[src/rtl/core/hpe_pkg.sv]
// ----------------------------------------------------------------------------
// hpe_pkg
// Shared types and codes for the hub port enumerator.
// ----------------------------------------------------------------------------
package hpe_pkg;

  localparam int MAX_PORTS_DEF = 7;

  // input action codes
  localparam logic [2:0] ACT_START_PWR = 3'd0;
  localparam logic [2:0] ACT_PWR_DONE  = 3'd1;
  localparam logic [2:0] ACT_STAT_DONE = 3'd2;
  localparam logic [2:0] ACT_OTHER     = 3'd3;
  localparam logic [2:0] ACT_CHANGE    = 3'd4;
  localparam logic [2:0] ACT_DB_TICK   = 3'd5;
  localparam logic [2:0] ACT_RST_TICK  = 3'd6;

  // request kinds
  localparam logic [2:0] K_POWER     = 3'd0;
  localparam logic [2:0] K_CLR_CONN  = 3'd1;
  localparam logic [2:0] K_CLR_RESET = 3'd5;
  localparam logic [2:0] K_GETSTAT   = 3'd6;
  localparam logic [2:0] K_SETRESET  = 3'd7;

  // port phases
  localparam logic [3:0] PH_OFF    = 4'd0;
  localparam logic [3:0] PH_DISC   = 4'd1;
  localparam logic [3:0] PH_DB1    = 4'd2;
  localparam logic [3:0] PH_DB5    = 4'd6;
  localparam logic [3:0] PH_RESET  = 4'd7;
  localparam logic [3:0] PH_RECOV  = 4'd8;
  localparam logic [3:0] PH_ACTIVE = 4'd9;

  // wPortStatus bit positions
  localparam int ST_CONNECT = 0;
  localparam int ST_ENABLE  = 1;
  localparam int ST_LOW     = 9;
  localparam int ST_HIGH    = 10;

  typedef struct packed {
    logic [2:0]  action;
    logic [2:0]  port;
    logic [15:0] status;
    logic [7:0]  change_bits;
    logic        enum_busy;
  } item_t;

  typedef struct packed {
    logic       req_valid;
    logic [2:0] req_kind;
    logic [2:0] req_port;
    logic       start_debounce;
    logic       start_reset_timer;
    logic       attach_device;
    logic [1:0] attach_speed;
    logic       detach_device;
    logic [2:0] event_port;
    logic       open_status_pipe;
  } result_t;

  // shared control state, everything but the per-port phases
  typedef struct packed {
    logic [7:0][7:0] pending;
    logic            in_flight;
    logic [7:0]      db_ports;
    logic [2:0]      rst_port;
    logic [1:0]      rst_speed;
    logic            rst_busy;
    logic            pipe_open;
  } ctrl_t;

endpackage

[src/rtl/core/usb_hub_port_enumerator_unit.sv]
// ----------------------------------------------------------------------------
// usb_hub_port_enumerator_unit
// Per-port connect debounce, reset and attach sequencing for a hub.
// ----------------------------------------------------------------------------
//  channel | direction | tdata / tuser
//  in_     | slave     | tdata: port, status, change_bits, enum_busy; tuser: action
//  out_    | master    | tdata: all result fields
//  cfg_    | write     | num_ports
//
// One item per cycle while the result is not stalled; each item passes the input register, then the result register.
// All state is updated in the single step between the two registers.
// A stalled result holds both stages; the input register still fills once.
// Synchronous active-low reset puts every port off and clears all masks.
// ----------------------------------------------------------------------------
module usb_hub_port_enumerator_unit #(
  parameter int MAX_PORTS = hpe_pkg::MAX_PORTS_DEF
) (
  input  logic        clk,
  input  logic        rst_n,
  input  logic        in_tvalid,
  output logic        in_tready,
  // [2:0] port, [18:3] status, [26:19] change_bits, [27] enum_busy
  input  logic [31:0] in_tdata,
  // [2:0] action
  input  logic [2:0]  in_tuser,
  output logic        out_tvalid,
  input  logic        out_tready,
  // [0] req_valid, [3:1] req_kind, [6:4] req_port, [7] start_debounce,
  // [8] start_reset_timer, [9] attach_device, [11:10] attach_speed,
  // [12] detach_device, [15:13] event_port, [16] open_status_pipe
  output logic [23:0] out_tdata,
  input  logic        cfg_wr_en,
  input  logic [2:0]  cfg_wr_data
);

  logic             in_valid_r;
  hpe_pkg::item_t   item_r;
  logic             out_valid_r;
  hpe_pkg::result_t res_r;
  hpe_pkg::result_t res_nxt;
  hpe_pkg::ctrl_t   ctrl_r;
  hpe_pkg::ctrl_t   ctrl_nxt;
  logic [3:0]       phase_r   [MAX_PORTS];
  logic [3:0]       phase_nxt [MAX_PORTS];
  logic [2:0]       num_ports_r;
  logic             advance;

  assign advance    = !out_valid_r || out_tready;
  assign in_tready  = !in_valid_r || advance;
  assign out_tvalid = out_valid_r;
  assign out_tdata  = {7'd0, res_r.open_status_pipe, res_r.event_port,
                       res_r.detach_device, res_r.attach_speed, res_r.attach_device,
                       res_r.start_reset_timer, res_r.start_debounce, res_r.req_port,
                       res_r.req_kind, res_r.req_valid};

  hpe_step #(.MAX_PORTS(MAX_PORTS)) u_step (
    .item      (item_r),
    .num_ports (num_ports_r),
    .ctrl      (ctrl_r),
    .phase     (phase_r),
    .ctrl_nxt  (ctrl_nxt),
    .phase_nxt (phase_nxt),
    .res       (res_nxt)
  );

  // configuration
  always_ff @(posedge clk) begin
    if (!rst_n) begin
      num_ports_r <= '0;
    end else if (cfg_wr_en) begin
      num_ports_r <= cfg_wr_data;
    end
  end

  // input register
  always_ff @(posedge clk) begin
    if (!rst_n) begin
      in_valid_r <= 1'b0;
    end else if (in_tready) begin
      in_valid_r <= in_tvalid;
    end
  end

  always_ff @(posedge clk) begin
    if (in_tready && in_tvalid) begin
      item_r <= '{action: in_tuser, port: in_tdata[2:0], status: in_tdata[18:3],
                  change_bits: in_tdata[26:19], enum_busy: in_tdata[27]};
    end
  end

  // state and result register
  always_ff @(posedge clk) begin
    if (!rst_n) begin
      out_valid_r <= 1'b0;
      ctrl_r      <= '0;
      for (int i = 0; i < MAX_PORTS; i++) phase_r[i] <= hpe_pkg::PH_OFF;
    end else if (advance) begin
      out_valid_r <= in_valid_r;
      if (in_valid_r) begin
        ctrl_r  <= ctrl_nxt;
        phase_r <= phase_nxt;
      end
    end
  end

  always_ff @(posedge clk) begin
    if (advance && in_valid_r) begin
      res_r <= res_nxt;
    end
  end

  // checks
  a_idle_req_zero: assert property (@(posedge clk) disable iff (!rst_n)
    out_valid_r && !res_r.req_valid |-> res_r.req_kind == 3'd0 && res_r.req_port == 3'd0)
    else $error("request fields set without a request");

  a_req_port_valid: assert property (@(posedge clk) disable iff (!rst_n)
    out_valid_r && res_r.req_valid && res_r.req_kind != hpe_pkg::K_GETSTAT
      |-> res_r.req_port != 3'd0)
    else $error("request to port zero");

  a_attach_detach: assert property (@(posedge clk) disable iff (!rst_n)
    out_valid_r |-> !(res_r.attach_device && res_r.detach_device) &&
                    res_r.attach_speed != 2'd3)
    else $error("bad attach/detach event");

  a_req_sets_flight: assert property (@(posedge clk) disable iff (!rst_n)
    advance && in_valid_r && res_nxt.req_valid |=> ctrl_r.in_flight)
    else $error("issued request not marked in flight");

endmodule

[src/rtl/core/hpe_step.sv]
// ----------------------------------------------------------------------------
// hpe_step
// Next-state and result logic for one item: phase update, request issue
// and pending-mask arbitration.
// ----------------------------------------------------------------------------
module hpe_step #(
  parameter int MAX_PORTS = hpe_pkg::MAX_PORTS_DEF
) (
  input  hpe_pkg::item_t   item,
  input  logic [2:0]       num_ports,
  input  hpe_pkg::ctrl_t   ctrl,
  input  logic [3:0]       phase     [MAX_PORTS],
  output hpe_pkg::ctrl_t   ctrl_nxt,
  output logic [3:0]       phase_nxt [MAX_PORTS],
  output hpe_pkg::result_t res
);

  logic [2:0] n;
  logic [7:0] base_mask;

  assign n = (32'(num_ports) < MAX_PORTS) ? num_ports : 3'(MAX_PORTS);
  assign base_mask = 8'((9'd2 << n) - 9'd1);

  function automatic logic [7:0] vmask(input logic [2:0] k, input logic [7:0] m);
    return (k == hpe_pkg::K_GETSTAT) ? m : (m & 8'hFE);
  endfunction

  function automatic logic [7:0] lowbit(input logic [7:0] x);
    return x & (~x + 8'd1);
  endfunction

  function automatic logic [2:0] enc(input logic [7:0] x);
    logic [2:0] r;
    r = '0;
    for (int b = 7; b >= 0; b--) begin
      if (x[b]) r = 3'(b);
    end
    return r;
  endfunction

  always_comb begin
    hpe_pkg::ctrl_t   c;
    hpe_pkg::result_t r;
    logic [3:0] ph;
    logic [3:0] ph_new;
    logic [3:0] rph;
    logic       port_ok;
    logic       rp_ok;
    logic       conn;
    logic [7:0] bit8;
    logic [7:0] smask;
    logic [2:0] skind;
    logic [7:0] lb;
    logic       found;

    c     = ctrl;
    r     = '0;
    ph    = '0;
    rph   = '0;
    smask = '0;
    skind = '0;
    found = 1'b0;
    lb    = '0;
    conn  = item.status[hpe_pkg::ST_CONNECT];
    bit8  = 8'd1 << item.port;
    port_ok = (item.port != 3'd0) && (item.port <= n);
    rp_ok   = (ctrl.rst_port != 3'd0) && (32'(ctrl.rst_port) <= MAX_PORTS);
    for (int i = 0; i < MAX_PORTS; i++) begin
      phase_nxt[i] = phase[i];
      if (32'(item.port) == i + 1) ph = phase[i];
      if (32'(ctrl.rst_port) == i + 1) rph = phase[i];
    end
    ph_new = ph;

    if (item.action <= hpe_pkg::ACT_OTHER) c.in_flight = 1'b0;

    // action handling; requests gathered into one kind and port mask
    unique case (item.action)
      hpe_pkg::ACT_START_PWR: begin
        skind = hpe_pkg::K_POWER;
        smask = vmask(hpe_pkg::K_POWER, base_mask);
      end
      hpe_pkg::ACT_PWR_DONE: begin
        if (item.port == n && !c.pipe_open) begin
          c.pipe_open = 1'b1;
          r.open_status_pipe = 1'b1;
        end
      end
      hpe_pkg::ACT_STAT_DONE: begin
        if (port_ok) begin
          if (ph == hpe_pkg::PH_OFF || ph == hpe_pkg::PH_DISC) begin
            if (conn) begin
              ph_new = hpe_pkg::PH_DB1;
              r.start_debounce = (c.db_ports == 8'd0);
              c.db_ports = c.db_ports | bit8;
              skind = hpe_pkg::K_CLR_CONN;
              smask = bit8;
            end
          end else if (ph >= hpe_pkg::PH_DB1 && ph <= hpe_pkg::PH_DB5) begin
            if (conn) begin
              if (ph < hpe_pkg::PH_DB5) begin
                ph_new = ph + 4'd1;
              end else if (!(c.rst_busy || item.enum_busy)) begin
                c.rst_busy = 1'b1;
                c.db_ports = c.db_ports & ~bit8;
                ph_new     = hpe_pkg::PH_RESET;
                skind      = hpe_pkg::K_SETRESET;
                smask      = bit8;
                c.rst_port = item.port;
              end
            end else begin
              c.db_ports = c.db_ports & ~bit8;
              ph_new     = hpe_pkg::PH_DISC;
            end
          end else if (ph == hpe_pkg::PH_RESET) begin
            if (item.status[hpe_pkg::ST_ENABLE]) begin
              skind  = hpe_pkg::K_CLR_RESET;
              smask  = bit8;
              ph_new = hpe_pkg::PH_RECOV;
              c.rst_speed = item.status[hpe_pkg::ST_LOW]  ? 2'd1 :
                            item.status[hpe_pkg::ST_HIGH] ? 2'd2 : 2'd0;
              r.start_reset_timer = 1'b1;
            end else if (!conn) begin
              skind      = hpe_pkg::K_CLR_CONN;
              smask      = bit8;
              c.rst_busy = 1'b0;
              ph_new     = hpe_pkg::PH_DISC;
            end
          end else if (ph == hpe_pkg::PH_RECOV) begin
            if (!conn) begin
              skind      = hpe_pkg::K_CLR_CONN;
              smask      = bit8;
              c.rst_busy = 1'b0;
              ph_new     = hpe_pkg::PH_DISC;
            end
          end else if (ph == hpe_pkg::PH_ACTIVE) begin
            if (!conn) begin
              r.detach_device = 1'b1;
              r.event_port    = item.port;
              skind  = hpe_pkg::K_CLR_CONN;
              smask  = bit8;
              ph_new = hpe_pkg::PH_DISC;
            end
          end
          for (int i = 0; i < MAX_PORTS; i++) begin
            if (32'(item.port) == i + 1) phase_nxt[i] = ph_new;
          end
        end
      end
      hpe_pkg::ACT_CHANGE: begin
        skind = hpe_pkg::K_GETSTAT;
        smask = item.change_bits & base_mask;
      end
      hpe_pkg::ACT_DB_TICK: begin
        if (c.db_ports != 8'd0) begin
          skind = hpe_pkg::K_GETSTAT;
          smask = c.db_ports & base_mask & 8'hFE;
          r.start_debounce = 1'b1;
        end
      end
      hpe_pkg::ACT_RST_TICK: begin
        if (rp_ok && rph == hpe_pkg::PH_RECOV) begin
          c.rst_port      = 3'd0;
          r.attach_device = 1'b1;
          r.attach_speed  = c.rst_speed;
          r.event_port    = ctrl.rst_port;
          c.rst_busy      = 1'b0;
          for (int i = 0; i < MAX_PORTS; i++) begin
            if (32'(ctrl.rst_port) == i + 1) phase_nxt[i] = hpe_pkg::PH_ACTIVE;
          end
        end
      end
      default: ;
    endcase

    // issue the lowest port of the mask, or park it as pending
    smask = vmask(skind, smask & base_mask);
    if (smask != 8'd0) begin
      if (!c.in_flight) begin
        lb = lowbit(smask);
        c.in_flight = 1'b1;
        c.pending[skind] = (c.pending[skind] | smask) & ~lb;
        r.req_valid = 1'b1;
        r.req_kind  = skind;
        r.req_port  = enc(lb);
      end else begin
        c.pending[skind] = c.pending[skind] | smask;
      end
    end

    // after a completion, pick the best pending request, scrubbing stale bits
    if (item.action <= hpe_pkg::ACT_OTHER && !c.in_flight) begin
      for (int k = 0; k < 8; k++) begin
        if (!found) begin
          c.pending[k] = c.pending[k] & vmask(3'(k), base_mask);
          if (c.pending[k] != 8'd0) begin
            found = 1'b1;
            lb = lowbit(c.pending[k]);
            c.pending[k] = c.pending[k] & ~lb;
            c.in_flight = 1'b1;
            r.req_valid = 1'b1;
            r.req_kind  = 3'(k);
            r.req_port  = enc(lb);
          end
        end
      end
    end

    ctrl_nxt = c;
    res      = r;
  end

endmodule
[config.mk]
export PLATFORM = sky130hd
export DESIGN_NAME = usb_hub_port_enumerator_unit
export DESIGN_NICKNAME = d
export VERILOG_FILES = /design/src/rtl/core/hpe_pkg.sv /design/src/rtl/core/usb_hub_port_enumerator_unit.sv /design/src/rtl/core/hpe_step.sv
export SDC_FILE = /design/constraint.sdc
export NUM_CORES = 1
export LEC_CHECK = 0
export BUFFER_PORTS_ARGS = -buffer_cell sky130_fd_sc_hd__buf_2
export CAP_MARGIN = 0
export CORE_UTILIZATION = 30
export DETAILED_ROUTE_END_ITERATION = 10
export GPL_ROUTABILITY_DRIVEN = 0
export SETUP_SLACK_MARGIN = 0.3
export SYNTH_ARGS = -nofsm -noshare
export SYNTH_HDL_FRONTEND = slang
export SYNTH_SLANG_ARGS = --single-unit
[constraint.sdc]
create_clock -name clk -period 9.15 [get_ports clk]
set_clock_uncertainty 0.05 [all_clocks]
set_input_delay 1.83 -clock clk [delete_from_list [all_inputs] [get_ports clk]]
set_output_delay 1.83 -clock clk [all_outputs]
set_load 0.01 [all_outputs]
==> flow_summary.toml, run 1 <==
[critical_path]
startpoint_type = "flop"
cp_max_fo = 26
path_class = "flop to flop"
arrival_ns = 8.42
cp-end-kind = "flop"
crit_start = "item_r[27]"
r2r_start = "item_r[27]"
worst_path_most_repeated_cell = "a21oi_1"
rr_worst_depth = 20
crit_chain = "nor2b_1 > a221oi_1 > a21oi_1 > a221oi_1 > inv_1 > ha_1 > or2_2 > a211oi_1 > nor3_1 > o32ai_4 > o21ai_1 > nor4_4 > nor2_1 > mux2i_1 > nor3_1 > nand4_4 > nor4_4 > o211ai_1 > a21oi_1 > a21oi_1"
cp.required_ns = 9.28
crit_family = "simple AND/OR/NAND/NOR gates"
cp_slowest_cell = "edfxtp_1"
cpPeakStageDelay_ns = 0.97
crit_buf_inv = 1
cp_num_cells = 20

[timing]
fin_crit_sh_pct = 90.7
hold_viol = 0
max_freq_mhz = 121
finalWorstSetupSlack_ns = 0.854
drv_slew = 0
rsz0062_at_grt = "no"
period_needed_ns = 8.30
max_slew.worst_pin.slew_ns = 1.14
maxSlewHeadroom_pct = 23.7
tns_ns = 0
finalSetupViolations = 0

[route]
detail_route.wl_per_cell_um = 20.7
via_per_inst = 5.95
dr_wl_met3_um = 3760
wl_met2_um = 15800
vias = 10677
wirelength_um = 37100
drc = 0
wl_met1_um = 16200
dr.pass1.iters = 6
initialDrtViolationCount = 1400
route.top_layer_used = "met4"
ant_nets = 0

[cts]
cts_inserted_buffers = 17
post_cts_buffers = 0
clkLatencyLatePin_ns = 0.45
cts_tree = "built"
cts_resized = 0
clkSlewWorstSetupHoldPaths_ns = 0.06
holdBufCountCts = 0
cts_max_level = 4
cts.sinks = 146
clk_path_buf_depth = 2
ctsRootBufferMaster = "clkbuf_16"

[layout]
final_util_pct = 34.0
design_area_um2 = 11700
fin_cells = 1795
final.fill_count = 3578
syn_to_final_growth_pct = 11.6
nNetsFinal = 1378
diodes = 0
drive_above_1_share_pct = 12.4

[floorplanning]
start_util_pct = 30.5
io_pins = 69
coreArea_um2 = 34500
rows = 68
fp.dieW_um = 189
die_y_um = 189
die_area_um2 = 35800

[logic_synthesis]
synth_compound_area_share_pct = 29.1
yosys.area.top_type = "dfxtp_1"
avgSynthCellArea_um2 = 7.96
synth_top_family_by_area = "compound AO/OA/AOI/OAI gates"
synthCells = 1319
synthMuxAreaShare_pct = 5.79
synth_common_cells = "nand2_1 (184), a21oi_1 (112), dfxtp_1 (110)"
ys_top_cells_by_area = "dfxtp_1 (21%), edfxtp_1 (10%), nand2_1 (6.6%)"
synth_edf_count = 36
synthAdderAreaFrac_pct = 0.953
synth_flop_cell = "dfxtp_1"
synthArstFlopShare_pct = 0
synth-simple-area-share_pct = 27.8
synth-xor-area-share_pct = 0.334
synthDistinctLibCells = 106
synth_top_area_share_pct = 21.0
seq_area_frac_synth_pct = 31.3
netlist_area_um2 = 10500
yosysWarnings = 0
synth_most_common_cell = "nand2_1"
synth_seq_cells = 146

[placement]
preCtsSetupSlack_ns = 1.21
io_buffers = 45
place_area_um2 = 11100
placed_cells = 1763
dp_hpwl_um = 26100

[global_routing]
grt_overflow = 0
grt_pass1_wl_um = 57600
grt_usage_pct = 20.6
grt_max_degree = 112
antenna_found_initial = 0
grt_pass1_vias = 9998

[worst_hold_path]
min_path_cells = 2
hold_class = "flop to flop"
min_from = "ctrl_r[44]"

[pwr]
power.density_nw_per_um2 = 149
max-vdd-ir-drop_mv = 0.124
leakagePower_nw = 4.21

[run]
max_cap_viol_count = 0

[outcome]
status = "complete, no violations"
## cells by family (layout without fill, tap and decap cells)
group / count (synthesis) / after routing
mux: 60 / 60
buf+inv: 111 / 126
fa+ha+maj: 8 / 8
compound gates: 437 / 437
flops: 146 / 146
other cells: 1 / 7
simple gates: 552 / 552
xor+xnor: 4 / 4
## worst reg2reg max path: stages, from the launching register on
cell      delay [ns]
edfxtp_1        0.97
nor2b_1         0.18
a221oi_1        0.38
a21oi_1         0.12
a221oi_1        0.63
inv_1           0.19
ha_1            0.28
or2_2           0.39
a211oi_1        0.21
nor3_1          0.13
o32ai_4         0.74
o21ai_1         0.44
nor4_4          0.74
nor2_1          0.41
mux2i_1         0.25
nor3_1          0.49
nand4_4         0.36
nor4_4          0.56
o211ai_1        0.23
a21oi_1         0.22
a21oi_1         0.06
## layout make-up
type | count | area (um^2) | area share (%)
inverters | 23 | 86.3 | 0.736
clock buffers | 17 | 425 | 3.63
clock inverters | 15 | 174 | 1.48
well taps | 455 | 569 | 4.86
flip-flops and latches | 146 | 3280 | 28.0
multi-input cells | 1068 | 6760 | 57.7
repair buffers | 71 | 420 | 3.59
## stage by stage
stage,hold slack [ns],power (mW)
final,0.380,1.75
after floorplan,0.357,0.912
after global routing,0.402,1.80
after global placement,0.368,1.01
after CTS,0.382,1.75
after detailed placement,0.372,1.01
## flip-flops by register name (all words and copies together), names as in the netlist, named ones only
signal       cells
ctrl_r          69
phase_r         28
item_r          19
out_tdata       17
num_ports_r      3
in_valid_r       1
out_tvalid       1
## power breakdown
| group | switching, mW | internal [mW] |
|---|---|---|
| sequential | 0.0120 | 0.674 |
| combinational | 0.234 | 0.0930 |
| clock | 0.326 | 0.410 |
| total | 0.572 | 1.18 |
## layout by cell type, fill, tap and decap left out, types with 26 or more instances in the layout
| master | Yosys | routed |
|---|---|---|
| a21oi_1 | 112 | 112 |
| buf_2 | 9 | 45 |
| buf_4 | 12 | 26 |
| dfxtp_1 | 110 | 110 |
| edfxtp_1 | 36 | 36 |
| mux2i_1 | 54 | 54 |
| nand2_1 | 184 | 184 |
| nand3_1 | 55 | 55 |
| nor2_1 | 75 | 75 |
| nor2b_1 | 66 | 66 |
| o21ai_0 | 63 | 63 |
## metal layers
metal  global-route usage, %  up-vias
met5                       0        -
met4                    9.15        0
met3                    4.89      114
met2                    30.6      626
met1                    28.2     5014
li1                        -     4923
## worst paths after layout
kind | end | slack (ns)
max | out_tdata[4] | 0.85
min | ctrl_r[44] | 0.38
max reg2reg | out_tdata[4] | 0.85
min reg2reg | ctrl_r[44] | 0.38
Note: power is estimated with default switching activity, not from simulation.
==> run 2: changes to the inputs <==
==> constraint.sdc (replaced) <==
create_clock -name clk -period 6.84 [get_ports clk]
set_clock_uncertainty 0.05 [all_clocks]
set_input_delay 1.368 -clock clk [delete_from_list [all_inputs] [get_ports clk]]
set_output_delay 1.368 -clock clk [all_outputs]
set_load 0.01 [all_outputs]
==> flow_summary.toml, run 2 (synthesized netlist as in run 1, its figures left out) <==
[floorplanning]
coreArea_um2 = 34500
rows = 68
start_util_pct = 30.5
die_y_um = 189
io_pins = 69
fp.dieW_um = 189
die_area_um2 = 35800

[timing]
finalWorstSetupSlack_ns = 0.485
drv_slew = 0
tns_ns = 0
finalSetupViolations = 0
max_freq_mhz = 157
fin_hold_ws_ns = 0.378
period_needed_ns = 6.35
hold_viol = 0
maxSlewHeadroom_pct = 21.1
rsz0062_at_grt = "yes"
max_slew.worst_pin.slew_ns = 1.18
fin_crit_sh_pct = 92.9

[layout]
nNetsFinal = 1429
syn_to_final_growth_pct = 15.7
largest-register = "ctrl_r"
mostFrequentLayoutCell = "nand2_1"
top_regs = "ctrl_r: 69 flops, phase_r: 28 flops, item_r: 19 flops"
final_cell_mix = "nand2_1 (184), a21oi_1 (112), dfxtp_1 (110)"
largest_register_ffs = 69
diodes = 0
drive_above_1_share_pct = 16.1

[cts]
holdBufCountCts = 0
cts_max_level = 4
cts_inserted_buffers = 17
cts_tree = "built"
ctsRootBufferMaster = "clkbuf_16"
clkSlewWorstSetupHoldPaths_ns = 0.07
clkLatencyLatePin_ns = 0.45
clk_path_buf_depth = 2
cts.sinks = 146

[global_routing]
grt_pass1_vias = 10163
grt_max_degree = 112
met1_usage_pct = 28.8
grt_usage_pct = 20.8
grtUsageMet3_pct = 4.15
grt_pass1_wl_um = 58100
grt_util_met2_pct = 31.2
antenna_found_initial = 0
grt_overflow = 0
busiest_layer = "met2"

[pwr]
max-vdd-ir-drop_mv = 0.158
leakagePower_nw = 4.49
power.density_nw_per_um2 = 194

[route]
wirelength_um = 37500
via_per_inst = 5.87
initialDrtViolationCount = 1178
dr.pass1.iters = 6
vias = 10833
ant_nets = 0
drc = 0
detail_route.wl_per_cell_um = 20.3

[critical_path]
cp-end-kind = "flop"
crit_chain = "buf_4 > nor3b_1 > o21ai_1 > a21o_1 > inv_2 > ha_1 > nand3_1 > a211o_1 > a211oi_4 > o32ai_4 > buf_4 > o31ai_4 > buf_4 > o21ai_0 > a2111oi_1 > a311oi_4 > o211a_4 > nand4_4 > buf_4 > nand2b_1 > nor2_1 > o21ai_0 > o31ai_1"
crit_family = "compound AO/OA/AOI/OAI gates"
worst_path_most_repeated_cell = "buf_4"
cpPeakStageDelay_ns = 0.67
path_class = "flop to flop"
cp.required_ns = 6.95
crit_buf_inv = 5
cp_max_fo = 18
arrival_ns = 6.46
startpoint_type = "flop"
cp_slowest_cell = "a2111oi_1"

[placement]
dp_hpwl_um = 27200
io_buffers = 45
preCtsSetupSlack_ns = 0.482

[outcome]
status = "complete, no violations"

[worst_hold_path]
hold_class = "flop to flop"

[run]
max_cap_viol_count = 0
-- run 2: layout make-up --
type / count / area (um^2)
clock inverter: 15 / 166
inverter: 23 / 86.3
timing repair buffer: 122 / 816
sequential: 146 / 3280
fill: 3590 / 22300
multi-input combinational: 1068 / 6800
tap: 455 / 569
clock buffer: 17 / 425
-- run 2: final timing paths --
path               from           end  slack, ns  cells after the start
max          item_r[27]  out_tdata[1]       0.49                     23
min reg2reg  ctrl_r[42]    ctrl_r[42]       0.38                      2
max reg2reg  item_r[27]  out_tdata[1]       0.49                     23
min          ctrl_r[42]    ctrl_r[42]       0.38                      2
-- run 2: metrics by stage --
| stage | utilization [%] | cells | total power [mW] | instance area [um^2] |
|---|---|---|---|---|
| 2_1_floorplan | - | 1325 | 1.22 | 10500 |
| 3_3_place_gp | 33.4 | 1811 | 1.38 | 11500 |
| 3_5_place_dp | 33.4 | 1811 | 1.39 | 11500 |
| 4_1_cts | 35.1 | 1843 | 2.35 | 12100 |
| 5_1_grt | 35.3 | 1846 | 2.43 | 12100 |
| 6_report | 35.3 | 1846 | 2.35 | 12100 |
-- run 2: per-layer routing --
layer,share of wire [%],vias to the layer above
li1,-,5036
met1,44,5098
met2,43,564
met3,9.2,135
met4,4.1,0
met5,0,-
-- run 2: worst register-to-register path: cells and delay by family, from the launching register on --
kind | cells | cell delay, ns
flip-flops | 1 | 0.53
AO/OA/AOI/OAI | 12 | 3.24
buffers and inverters | 5 | 1.17
AND/OR/NAND/NOR | 5 | 0.88
adder cells (fa/ha/maj) | 1 | 0.22
-- run 2: what timing repair did --
action | CTS | global route
setup buffers | 0 | 3
resized for setup | 0 | 11
setup endpoints to repair | 0 | 42
-- run 2: report_power, final --
group          internal [mW]  total, mW  switching, mW  leakage (nW)
clock network          0.521      0.966          0.445         0.294
logic                  0.154      0.473          0.319          2.96
registers              0.901      0.915         0.0142          1.23
==> run 3: changes to the inputs <==
--- a/config.mk
+++ b/config.mk
@@ -7,7 +7,7 @@
 export LEC_CHECK = 0
 export BUFFER_PORTS_ARGS = -buffer_cell sky130_fd_sc_hd__buf_2
 export CAP_MARGIN = 0
-export CORE_UTILIZATION = 30
+export CORE_UTILIZATION = 36
 export DETAILED_ROUTE_END_ITERATION = 10
 export GPL_ROUTABILITY_DRIVEN = 0
 export SETUP_SLACK_MARGIN = 0.3
==> flow_summary.toml, run 3 (synthesized netlist as in run 1, its figures left out) <==
[worst_hold_path]
min_path_cells = 2
hold_class = "flop to flop"
min_from = "ctrl_r[46]"
hold_path_end = "ctrl_r[46]"

[floorplanning]
die_y_um = 173
rows = 62
start_util_pct = 36.6
fp.dieW_um = 173
coreArea_um2 = 28700
io_pins = 69
die_area_um2 = 29900

[critical_path]
cp.required_ns = 6.97
cp_slowest_cell = "edfxtp_1"
cpPeakStageDelay_ns = 0.53
path_class = "flop to flop"
cp_max_fo = 10
rr_worst_depth = 23
crit_chain = "nor2b_1 > a221oi_1 > a21oi_1 > a221oi_1 > buf_4 > inv_1 > ha_1 > or2_2 > a211oi_1 > nor3_1 > o32ai_4 > buf_4 > nor3_2 > a2111o_1 > and2_1 > a311oi_4 > o211a_4 > nand4_4 > buf_4 > nor3b_2 > a21oi_1 > o21ai_0 > a21oi_1"
r2r_slack_ns = 0.48
arrival_ns = 6.49
r2r_start = "item_r[26]"
timing.rr.end = "out_tdata[4]"
cp-end-kind = "flop"
startpoint_type = "flop"

[global_routing]
grt_overflow = 0
antenna_found_initial = 0
grt_usage_pct = 24.5
met1_usage_pct = 35.4
grt_pass1_vias = 9950
busiest_layer = "met2"
grt_util_met2_pct = 35.6
grt_pass1_wl_um = 57600
grtUsageMet3_pct = 4.57
grt_max_degree = 112

[cts]
cts_inserted_buffers = 17
clkLatencyLatePin_ns = 0.45
ctsRootBufferMaster = "clkbuf_16"
cts.sinks = 146
cts_max_level = 4
clkSlewWorstSetupHoldPaths_ns = 0.07
holdBufCountCts = 0
cts_tree = "built"
clk_path_buf_depth = 2

[pwr]
total_power_mw = 2.36
power.density_nw_per_um2 = 196
leakagePower_nw = 4.48
max-vdd-ir-drop_mv = 0.154

[route]
via_per_inst = 6.17
vias = 10948
ant_nets = 0
dr.pass1.iters = 9
detail_route.wl_per_cell_um = 21.0
drc = 1
initialDrtViolationCount = 1344
wirelength_um = 37300

[layout]
largest-register = "ctrl_r"
top_regs = "ctrl_r: 69 flops, phase_r: 28 flops, item_r: 19 flops"
final_cell_mix = "nand2_1 (184), a21oi_1 (112), dfxtp_1 (110)"
drive_above_1_share_pct = 15.8
syn_to_final_growth_pct = 14.8
diodes = 0
final_util_pct = 42.0
largest_register_ffs = 69
mostFrequentLayoutCell = "nand2_1"
nNetsFinal = 1428
fin_cells = 1774

[timing]
max_freq_mhz = 157
max_slew.worst_pin.slew_ns = 1.08
drv_slew = 0
finalSetupViolations = 0
hold_viol = 0
period_needed_ns = 6.36
rsz0062_at_grt = "yes"
maxSlewHeadroom_pct = 27.6
tns_ns = 0
fin_crit_sh_pct = 93.0
fin_hold_ws_ns = 0.379

[outcome]
status = "finished with violations"
failed_checks = "DRC"

[placement]
dp_hpwl_um = 26500
io_buffers = 45
placed_cells = 1736

[run]
max_cap_viol_count = 0
[run 3: cell count changes in the layout (fill, tap and decap cells not counted), sizes merged]
cell / before / now
buf: 122 / 121
bufinv: 1 / 0
inv: 33 / 34
[run 3: routing by layer]
layer	wire length, um	up-vias
li1	-	5038
met1	16800	5162
met2	15600	640
met3	3520	108
met4	1320	0
met5	0	-
[run 3: how the worst max path moves through the flow]
stage,startpoint,depth (start not counted),to,slack [ns]
2_1_floorplan,item_r[27],23,out_tdata[4],0.78
3_5_place_dp,item_r[27],24,ctrl_r[76],0.11
6_report,item_r[26],23,out_tdata[4],0.48
3_3_place_gp,item_r[27],24,ctrl_r[76],0.16
5_1_grt,item_r[27],25,out_tdata[4],0.25
4_1_cts,item_r[27],24,out_tdata[4],0.32
[run 3: layout make-up]
class                      count  area, um^2
tap                          384         480
sequential                   146        3280
inverter                      23        86.3
clock buffer                  17         425
clock inverter                15         179
multi-input combinational   1068        6800
timing repair buffer         121         808
fill                        2951       16600
[run 3: through the flow]
stage | area [um^2] | worst slack [ns]
CTS | 12000 | 0.318
global placement | 11400 | 0.159
floorplan | 10500 | 0.780
finish | 12100 | 0.477
global route | 12100 | 0.247
detailed placement | 11400 | 0.107
[run 3: critical path: cells and delay by family, from the launching register on]
family / cells / cell delay, ns
AO/OA/AOI/OAI: 11 / 2.84
adder cells (fa/ha/maj): 1 / 0.23
flip-flops: 1 / 0.53
AND/OR/NAND/NOR: 7 / 1.66
buffers and inverters: 4 / 0.76
[run 3: power breakdown]
group | internal (mW) | switching (mW)
sequential | 0.901 | 0.0118
clock | 0.498 | 0.473
combinational | 0.152 | 0.324
total | 1.55 | 0.809
[run 3: what timing repair did]
action / in CTS / in global routing
gates cloned: 0 / 0
resized for setup: 2 / 6
buffers inserted: 3 / 3
setup endpoints to repair: 19 / 36
pin swaps: 2 / 3
